## src/svf_pkg.sv

```systemverilog
package svf_pkg;

    // Coefficient formats (unsigned fixed point).
    localparam int FREQ_WIDTH = 15;
    localparam int FREQ_FRAC  = 14;
    localparam int DAMP_WIDTH = 16;
    localparam int DAMP_FRAC  = 12;
    localparam int CFG_WIDTH  = 16;

    localparam logic [DAMP_WIDTH-1:0] DAMP_RESET = 16'd4096;

    // The serial multiplier walks the widest coefficient one bit per cycle.
    localparam int COEF_WIDTH = DAMP_WIDTH;
    localparam int CNT_WIDTH  = $clog2(COEF_WIDTH);
    localparam logic [CNT_WIDTH-1:0] CNT_LAST = CNT_WIDTH'(COEF_WIDTH - 1);

    typedef enum logic [0:0] {
        CFG_FREQ = 1'b0,
        CFG_DAMP = 1'b1
    } t_cfg_idx;

    typedef enum logic [2:0] {
        S_IDLE,
        S_DAMP_MUL,
        S_HIGH,
        S_BAND_MUL,
        S_BAND,
        S_LOW_MUL,
        S_LOW,
        S_DONE
    } t_state;

endpackage

```

## src/svf_in_if.sv

```systemverilog
interface svf_in_if #(
    parameter int SAMPLE_WIDTH = 16
);
    logic                           valid;
    logic                           ready;
    logic signed [SAMPLE_WIDTH-1:0] sample_in;
    logic                           clear_first;

    modport source (output valid, output sample_in, output clear_first, input ready);
    modport sink   (input valid, input sample_in, input clear_first, output ready);
endinterface

```

## src/svf_out_if.sv

```systemverilog
interface svf_out_if #(
    parameter int SAMPLE_WIDTH = 16
);
    logic                           valid;
    logic                           ready;
    logic signed [SAMPLE_WIDTH-1:0] low_out;
    logic signed [SAMPLE_WIDTH-1:0] high_out;
    logic signed [SAMPLE_WIDTH-1:0] band_out;

    modport source (output valid, output low_out, output high_out, output band_out,
                    input ready);
    modport sink   (input valid, input low_out, input high_out, input band_out,
                    output ready);
endinterface

```

## src/state_variable_filter.sv

```systemverilog
// Channel    Dir  Payload                              Handshake
// i_smp      in   sample_in, clear_first               valid / ready
// o_res      out  low_out, high_out, band_out          valid / ready
// i_cfg_*    in   i_cfg_idx, i_cfg_data                i_cfg_we, no back-pressure
//
// Each sample runs from its request to a loaded result register as three
// dependent multiplies on one shift-and-add multiplier at one coefficient bit
// per cycle, each followed by a round, add and clamp step.
// Reset clears the filter state, the control and the coefficients to their defaults.
// A stalled result holds in the output register; the next request is taken as soon
// as the filter is idle, even while that result still waits.
module state_variable_filter
    import svf_pkg::*;
#(
    parameter int SAMPLE_WIDTH = 16,
    parameter int STATE_WIDTH  = 20
) (
    input  logic                 i_clk,
    input  logic                 i_rst_n,
    svf_in_if.sink               i_smp,
    svf_out_if.source            o_res,
    input  logic                 i_cfg_we,
    input  logic [0:0]           i_cfg_idx,
    input  logic [CFG_WIDTH-1:0] i_cfg_data
);

    localparam int SW = STATE_WIDTH;
    localparam int CW = COEF_WIDTH;
    localparam int PW = SW + CW;                  // full product
    localparam int QW = PW - (DAMP_FRAC - 1);     // product before the final round bit
    localparam int VW = QW + 2;                   // sums before clamping

    localparam logic signed [VW-1:0] ST_MAX = {{(VW-SW+1){1'b0}}, {(SW-1){1'b1}}};
    localparam logic signed [VW-1:0] ST_MIN = {{(VW-SW+1){1'b1}}, {(SW-1){1'b0}}};
    localparam logic signed [SW-1:0] SM_MAX =
        {{(SW-SAMPLE_WIDTH+1){1'b0}}, {(SAMPLE_WIDTH-1){1'b1}}};
    localparam logic signed [SW-1:0] SM_MIN =
        {{(SW-SAMPLE_WIDTH+1){1'b1}}, {(SAMPLE_WIDTH-1){1'b0}}};

    function automatic logic signed [SW-1:0] sat_state(input logic signed [VW-1:0] v);
        logic signed [SW-1:0] r;
        if (v > ST_MAX) begin
            r = ST_MAX[SW-1:0];
        end else if (v < ST_MIN) begin
            r = ST_MIN[SW-1:0];
        end else begin
            r = v[SW-1:0];
        end
        return r;
    endfunction

    function automatic logic signed [SAMPLE_WIDTH-1:0] sat_sample(
        input logic signed [SW-1:0] v
    );
        logic signed [SAMPLE_WIDTH-1:0] r;
        if (v > SM_MAX) begin
            r = SM_MAX[SAMPLE_WIDTH-1:0];
        end else if (v < SM_MIN) begin
            r = SM_MIN[SAMPLE_WIDTH-1:0];
        end else begin
            r = v[SAMPLE_WIDTH-1:0];
        end
        return r;
    endfunction

    t_state r_state, n_state;

    logic [FREQ_WIDTH-1:0]          r_freq;
    logic [DAMP_WIDTH-1:0]          r_damp;
    logic signed [SW-1:0]           r_band;
    logic signed [SW-1:0]           r_low;
    logic signed [SW-1:0]           r_high;
    logic signed [SAMPLE_WIDTH-1:0] r_x;
    logic signed [SW-1:0]           r_acc;
    logic [CW-1:0]                  r_lsb;
    logic [CW-1:0]                  r_csh;
    logic [CNT_WIDTH-1:0]           r_cnt;
    logic                           r_oval;
    logic signed [SAMPLE_WIDTH-1:0] r_low_o;
    logic signed [SAMPLE_WIDTH-1:0] r_high_o;
    logic signed [SAMPLE_WIDTH-1:0] r_band_o;

    logic                  w_accept;
    logic                  w_mul_step;
    logic                  w_out_load;
    logic                  w_idle;
    logic signed [SW-1:0]  w_mcand;
    logic signed [SW:0]    w_msum;
    logic signed [PW-1:0]  w_prod;
    logic signed [QW-1:0]  w_q;
    logic signed [QW:0]    w_q1;
    logic signed [QW-1:0]  w_rnd;
    logic signed [VW-1:0]  w_rnd_e;
    logic signed [VW-1:0]  w_base;
    logic signed [VW-1:0]  w_v;
    logic signed [SW-1:0]  w_sat;

    // Next state.
    always_comb begin
        n_state = r_state;
        unique case (r_state)
            S_IDLE:     if (w_accept) n_state = S_DAMP_MUL;
            S_DAMP_MUL: if (r_cnt == CNT_LAST) n_state = S_HIGH;
            S_HIGH:     n_state = S_BAND_MUL;
            S_BAND_MUL: if (r_cnt == CNT_LAST) n_state = S_BAND;
            S_BAND:     n_state = S_LOW_MUL;
            S_LOW_MUL:  if (r_cnt == CNT_LAST) n_state = S_LOW;
            S_LOW:      n_state = S_DONE;
            S_DONE:     if (!r_oval || o_res.ready) n_state = S_IDLE;
            default:    n_state = S_IDLE;
        endcase
    end

    // Control outputs of the sequencer.
    always_comb begin
        w_idle     = 1'b0;
        w_mul_step = 1'b0;
        w_out_load = 1'b0;
        unique case (r_state)
            S_IDLE:                            w_idle = 1'b1;
            S_DAMP_MUL, S_BAND_MUL, S_LOW_MUL: w_mul_step = 1'b1;
            S_DONE:                            w_out_load = !r_oval || o_res.ready;
            S_HIGH, S_BAND, S_LOW:             ;
            default:                           ;
        endcase
    end

    assign i_smp.ready    = w_idle;
    assign w_accept       = i_smp.valid && w_idle;
    assign o_res.valid    = r_oval;
    assign o_res.low_out  = r_low_o;
    assign o_res.high_out = r_high_o;
    assign o_res.band_out = r_band_o;

    // The damping product multiplies band; the frequency products take high, then band.
    assign w_mcand = (r_state == S_BAND_MUL) ? r_high : r_band;
    assign w_msum  = {r_acc[SW-1], r_acc} + (r_csh[0] ? {w_mcand[SW-1], w_mcand} : '0);

    // Round half up: shift to keep one bit below the result, add one, drop that bit.
    assign w_prod = {r_acc, r_lsb};
    assign w_q    = (r_state == S_HIGH) ? QW'(w_prod >>> (DAMP_FRAC - 1))
                                        : QW'(w_prod >>> (FREQ_FRAC - 1));
    assign w_q1   = {w_q[QW-1], w_q} + (QW+1)'(1);
    assign w_rnd  = w_q1[QW:1];
    assign w_rnd_e = {{2{w_rnd[QW-1]}}, w_rnd};

    always_comb begin
        unique case (r_state)
            S_HIGH:  w_base = {{(VW-SAMPLE_WIDTH){r_x[SAMPLE_WIDTH-1]}}, r_x}
                              - {{(VW-SW){r_low[SW-1]}}, r_low};
            S_BAND:  w_base = {{(VW-SW){r_band[SW-1]}}, r_band};
            default: w_base = {{(VW-SW){r_low[SW-1]}}, r_low};
        endcase
    end

    assign w_v   = (r_state == S_HIGH) ? w_base - w_rnd_e : w_base + w_rnd_e;
    assign w_sat = sat_state(w_v);

    always_ff @(posedge i_clk) begin
        if (!i_rst_n) begin
            r_state <= S_IDLE;
            r_freq  <= '0;
            r_damp  <= DAMP_RESET;
            r_band  <= '0;
            r_low   <= '0;
            r_cnt   <= '0;
            r_oval  <= 1'b0;
        end else begin
            r_state <= n_state;

            if (i_cfg_we) begin
                unique case (t_cfg_idx'(i_cfg_idx))
                    CFG_FREQ: r_freq <= i_cfg_data[FREQ_WIDTH-1:0];
                    CFG_DAMP: r_damp <= i_cfg_data[DAMP_WIDTH-1:0];
                    default:  ;
                endcase
            end

            if (w_accept && i_smp.clear_first) begin
                r_band <= '0;
                r_low  <= '0;
            end
            if (r_state == S_BAND) begin
                r_band <= w_sat;
            end
            if (r_state == S_LOW) begin
                r_low <= w_sat;
            end

            if (w_mul_step) begin
                r_cnt <= r_cnt + CNT_WIDTH'(1);
            end else begin
                r_cnt <= '0;
            end

            if (w_out_load) begin
                r_oval <= 1'b1;
            end else if (o_res.ready) begin
                r_oval <= 1'b0;
            end
        end
    end

    // Datapath registers.
    always_ff @(posedge i_clk) begin
        if (w_accept) begin
            r_x   <= i_smp.sample_in;
            r_csh <= r_damp;
            r_acc <= '0;
        end
        if (w_mul_step) begin
            r_acc <= w_msum[SW:1];
            r_lsb <= {w_msum[0], r_lsb[CW-1:1]};
            r_csh <= {1'b0, r_csh[CW-1:1]};
        end
        if (r_state == S_HIGH) begin
            r_high <= w_sat;
        end
        if (r_state == S_HIGH || r_state == S_BAND) begin
            r_csh <= {{(CW-FREQ_WIDTH){1'b0}}, r_freq};
            r_acc <= '0;
        end
        if (w_out_load) begin
            r_low_o  <= sat_sample(r_low);
            r_high_o <= sat_sample(r_high);
            r_band_o <= sat_sample(r_band);
        end
    end

    a_rose_after_done: assert property (@(posedge i_clk) disable iff (!i_rst_n)
        $rose(r_oval) |-> $past(r_state) == S_DONE)
        else $error("result valid rose outside the done step");

    a_cnt_idle: assert property (@(posedge i_clk) disable iff (!i_rst_n)
        (r_state == S_IDLE) |-> (r_cnt == '0))
        else $error("bit counter not cleared while idle");

    a_damp_len: assert property (@(posedge i_clk) disable iff (!i_rst_n)
        (r_state == S_DAMP_MUL && r_cnt == CNT_LAST) |=> (r_state == S_HIGH))
        else $error("damping multiply did not end after the last coefficient bit");

    a_accept_start: assert property (@(posedge i_clk) disable iff (!i_rst_n)
        (i_smp.valid && i_smp.ready) |=> (r_state == S_DAMP_MUL && r_cnt == '0))
        else $error("accepted request did not start the damping multiply");

endmodule
```

## src/flat_wrapper.sv

```systemverilog
// flat-port wrapper written by rule: the top's interface ports become plain ports
module state_variable_filter_flat import svf_pkg::*;
#(
    parameter int SAMPLE_WIDTH = 16,
    parameter int STATE_WIDTH  = 20
)
  (i_clk, i_rst_n, i_cfg_we, i_cfg_idx, i_cfg_data, i_smp_valid, i_smp_sample_in, i_smp_clear_first, i_smp_ready, o_res_valid, o_res_low_out, o_res_high_out, o_res_band_out, o_res_ready);
  svf_in_if #(.SAMPLE_WIDTH(SAMPLE_WIDTH)) i_smp_i ();
  svf_out_if #(.SAMPLE_WIDTH(SAMPLE_WIDTH)) o_res_i ();
  input  logic i_clk;
  input  logic i_rst_n;
  input  logic i_cfg_we;
  input  logic [0:0] i_cfg_idx;
  input  logic [CFG_WIDTH-1:0] i_cfg_data;
  input wire logic [$bits(i_smp_i.valid)-1:0] i_smp_valid;
  input wire logic [$bits(i_smp_i.sample_in)-1:0] i_smp_sample_in;
  input wire logic [$bits(i_smp_i.clear_first)-1:0] i_smp_clear_first;
  output wire logic [$bits(i_smp_i.ready)-1:0] i_smp_ready;
  output wire logic [$bits(o_res_i.valid)-1:0] o_res_valid;
  output wire logic [$bits(o_res_i.low_out)-1:0] o_res_low_out;
  output wire logic [$bits(o_res_i.high_out)-1:0] o_res_high_out;
  output wire logic [$bits(o_res_i.band_out)-1:0] o_res_band_out;
  input wire logic [$bits(o_res_i.ready)-1:0] o_res_ready;
  assign i_smp_i.valid = i_smp_valid;
  assign i_smp_i.sample_in = i_smp_sample_in;
  assign i_smp_i.clear_first = i_smp_clear_first;
  assign i_smp_ready = i_smp_i.ready;
  assign o_res_valid = o_res_i.valid;
  assign o_res_low_out = o_res_i.low_out;
  assign o_res_high_out = o_res_i.high_out;
  assign o_res_band_out = o_res_i.band_out;
  assign o_res_i.ready = o_res_ready;
  state_variable_filter #(.SAMPLE_WIDTH(SAMPLE_WIDTH), .STATE_WIDTH(STATE_WIDTH)) u_core (.i_clk(i_clk), .i_rst_n(i_rst_n), .i_smp(i_smp_i), .o_res(o_res_i), .i_cfg_we(i_cfg_we), .i_cfg_idx(i_cfg_idx), .i_cfg_data(i_cfg_data));
endmodule
```

## config.mk

```make
export PLATFORM = sky130hd
export DESIGN_NAME = state_variable_filter_flat
export DESIGN_NICKNAME = d
export VERILOG_FILES = /design/src/svf_pkg.sv /design/src/svf_in_if.sv /design/src/svf_out_if.sv /design/src/state_variable_filter.sv /design/src/flat_wrapper.sv
export SDC_FILE = /design/constraint.sdc
export NUM_CORES = 1
export LEC_CHECK = 0
export BUFFER_PORTS_ARGS = -buffer_cell sky130_fd_sc_hd__buf_2
export CAP_MARGIN = 20
export CORE_MARGIN = 8
export CORE_UTILIZATION = 39
export CTS_CLUSTER_SIZE = 20
export DETAILED_ROUTE_END_ITERATION = 6
export PLACE_DENSITY_LB_ADDON = 0.2
export SLEW_MARGIN = 20
export SYNTH_ARGS = -nofsm -noshare
export SYNTH_HDL_FRONTEND = slang
export SYNTH_SLANG_ARGS = --single-unit
export TNS_END_PERCENT = 10
```

## constraint.sdc

```tcl
create_clock -name i_clk -period 8.5 [get_ports i_clk]
set_clock_uncertainty 0.2 [all_clocks]
set_input_delay 1.7 -clock i_clk [delete_from_list [all_inputs] [get_ports i_clk]]
set_output_delay 1.7 -clock i_clk [all_outputs]
set_load 0.005 [all_outputs]
```

==> metrics.txt <==
Synth area leader edfxtp_1; final worst-path cycle share 0.880; CTS tree built; number of placement rows 67; first-pass GRT wire length 60.1 mm; Pint between 1500 and 2000 µW; PortBufs a little under 90; CTS clk-pin slew, worst paths roughly 0.060 ns; status complete, no violations; Clock Path Buffers 3; core box area 33,400 µm²; Multi-input gate area 7530 µm²; power per cell area about 160 nW/µm²; CTS Root Cell clkbuf_16; Fillers 3,365; worst skew pair latency 0.55 ns; Synth cell types 80; area fraction of the dominant cell type after synthesis 0.236; Setup crit end kind flip-flop; synth warn 0; Post-CTS Resized 0; Post-synth EDFFs ~100; setup_tns 0 ns; initial DRC count between 700 and 800; most numerous cell in the Yosys netlist nand2_1; Net Sw Frac 0.257; Synth Area per Inst between 8 and 9 µm²; clk sinks 204; Peak supply drop approximately 0.14 mV; nets 1,673; DR pass1 iterations 5; layout cells sized above 1 0.120; Max Slew Vio Count 0; NetSw 624 µW; Slew @ Worst Pin 0.905 ns; mapped cell area 13,200 µm²; Logic pwr share 0.110; CP required 8.57 ns; Seq pwr share 0.441; gr usage total 0.178; Inserted Clock Buffers 25; hold crit path type reg -> reg; setup violators final 0; fmax 0.134 GHz; Post-synth ARST share 0; hold wc startpoint u_core.r_freq[5]$_SDFFE_PN0P_; Worst Hold Path EP u_core.r_freq[5]$_SDFFE_PN0P_; Max Cap Viol 0; via/cell ratio 5.56; I/O Pins 89; Final Util 0.444; power share of the clock group 0.449; worst-case reg-to-reg path depth 27; postcts setup bufs 0; die width 200 µm; GRT overflow 0; RSZ-0062 raised after global routing false; reg2reg end u_core.r_high[15]$_DFFE_PN_; H-tree depth 1; number of global-route vias before repair 11,000; DRT antenna net count 0; Reg2Reg Launch Point u_core.r_state[1]$_SDFFE_PN0P_; via count about 11,000; Seq/Total Area, Yosys 0.387; max_slew headroom 0.396; Hold Vio Cnt, Final 0; critical path class reg -> reg; Die Ht 200 µm; total wire length 37.2 mm; Starting Density 0.396; arrival time at the worst endpoint 7.55 ns; CP max FO 39; area grow syn2layout 12.2%; prevailing post-synth register cell edfxtp_1; die area 40,100 µm²; Cells after Synth 1,521; pin count of the biggest net entering global routing 60; CTS Hold Bufs 0; Remaining DRCs 0; R2R Setup Slk 1.02 ns; HPWL Detailed 27.4 mm; Tmin final ~7.5 ns; wire per inst 18.3 µm; Sequential Area 5120 µm²; antenna violations before repair 0; Post-Syn Nets 1,632; Synth top cells by count 264 x nand2_1, 106 x a21oi_1, 105 x nor2_1; Static Leak 0.00556 µW; register bit total from synthesis 204; routability cong. 0.898; Synth area leaders edfxtp_1 24%, dfxtp_1 15%, nand2_1 7.5%, ha_1 6.5%, a21oi_1 4.0%; n_diodes 0; Min-Delay Path Depth 2; Startpoint Class flip-flop
flip-flops by register name (all words and copies together), names as in the netlist, 15 cells and up:
signal,count
u_core.r_low,20
u_core.o_res.low_out,16
u_core.r_freq,15
u_core.r_csh,16
u_core.r_band,20
u_core.r_damp,16
u_core.r_x,16
u_core.o_res.band_out,16
u_core.r_high,20
u_core.o_res.high_out,16
u_core.r_acc,20
power by group through the flow:
stage	Clock, µW	Combinational (µW)	Sequential [µW]
finish	1090	266	1070
global route	1160	297	1070
CTS	1120	264	1070
detailed placement	0	263	1090
global placement	0	261	1090
floorplan	0	194	1090
cell usage in the layout (no fill, tap or decap), types with 20 or more instances in the layout:
cell	netlist	final
a22oi_1	21	21
a21oi_1	106	106
a31oi_1	22	22
dfxtp_1	100	100
inv_1	47	47
o21a_1	55	55
o21ai_0	100	100
buf_2	7	88
xor2_1	46	46
nand2_1	264	264
mux2i_1	20	20
ha_1	69	69
clkbuf_16	0	25
nor2_1	105	101
a21o_1	23	23
nand3_1	30	30
edfxtp_1	104	104
a21boi_0	27	27
xnor2_1	51	51
o221ai_1	29	29
critical path, stage by stage, from the launching register on:
cell	delay, ns
dfxtp_1	0.47
or3b_2	0.54
inv_4	0.29
nand2_1	0.09
nand2_1	0.07
ha_1	0.27
nand4_1	0.26
o2bb2ai_1	0.21
a22oi_1	0.16
a41oi_1	0.22
nor4_2	0.44
nand3b_1	0.29
or3_1	0.37
a31oi_1	0.17
a31oi_1	0.07
xnor2_1	0.26
ha_1	0.38
a21oi_1	0.18
o21bai_1	0.07
a211o_1	0.30
a21o_1	0.18
a31oi_1	0.13
o21ai_0	0.12
xor2_1	0.17
nor4_1	0.42
nand2b_2	0.43
buf_12	0.28
o21ai_0	0.13
per-layer routing:
| layer | wire length [µm] | vias up | global-route usage | share of wire |
|---|---|---|---|---|
| li1 | - | 5607 | - | - |
| met1 | 17500 | 5373 | 0.245 | 0.47 |
| met2 | 17100 | 264 | 0.292 | 0.46 |
| met3 | 1790 | 41 | 0.0257 | 0.048 |
| met4 | 772 | 0 | 0.0426 | 0.021 |
| met5 | 0 | - | 0 | 0 |
per-stage QoR:
step | power (µW) | hold WS, ns | instance area [µm²] | std cells | setup slack (ns)
2_1_floorplan | 1280 | 0.218 | 13200 | 1521 | 0.948
3_3_place_gp | 1350 | 0.237 | 14000 | 1982 | 1.33
3_5_place_dp | 1360 | 0.248 | 14000 | 1982 | 1.15
4_1_cts | 2450 | 0.257 | 14800 | 2028 | 1.13
5_1_grt | 2530 | 0.272 | 14800 | 2029 | 0.394
6_report | 2430 | 0.255 | 14800 | 2029 | 1.02
cell type report:
cell class	count	area share
multi-input combinational	1176	0.507
sequential	204	0.345
clock buffer	36	0.0483
timing repair buffer	105	0.0405
tap	448	0.0378
inverter	50	0.0128
clock inverter	10	0.00809
cells by family (layout without fill, tap and decap cells):
group | after synthesis | count (layout) | share of synthesized area
and+or+nand+nor | 514 | 514 | 0.173
AOI/OAI and AO/OA | 469 | 469 | 0.239
DFF | 204 | 204 | 0.387
buffers and inverters | 141 | 201 | 0.0471
xor gates and xnor gates | 98 | 98 | 0.0661
adders and majority gates | 72 | 72 | 0.0698
muxes | 23 | 23 | 0.0179
how the worst max path moves through the flow:
stage,from,to,cells after the start
2_1_floorplan,u_core.r_state[2]$_SDFFE_PN0P_,u_core.r_high[0]$_DFFE_PN_,34
3_3_place_gp,u_core.r_state[1]$_SDFFE_PN0P_,u_core.r_high[15]$_DFFE_PN_,27
3_5_place_dp,u_core.r_state[1]$_SDFFE_PN0P_,u_core.r_high[15]$_DFFE_PN_,27
4_1_cts,u_core.r_state[1]$_SDFFE_PN0P_,u_core.r_high[15]$_DFFE_PN_,27
5_1_grt,u_core.r_state[1]$_SDFFE_PN0P_,u_core.r_high[15]$_DFFE_PN_,27
6_report,u_core.r_state[1]$_SDFFE_PN0P_,u_core.r_high[15]$_DFFE_PN_,27
Power figures use the tool's default switching activity.
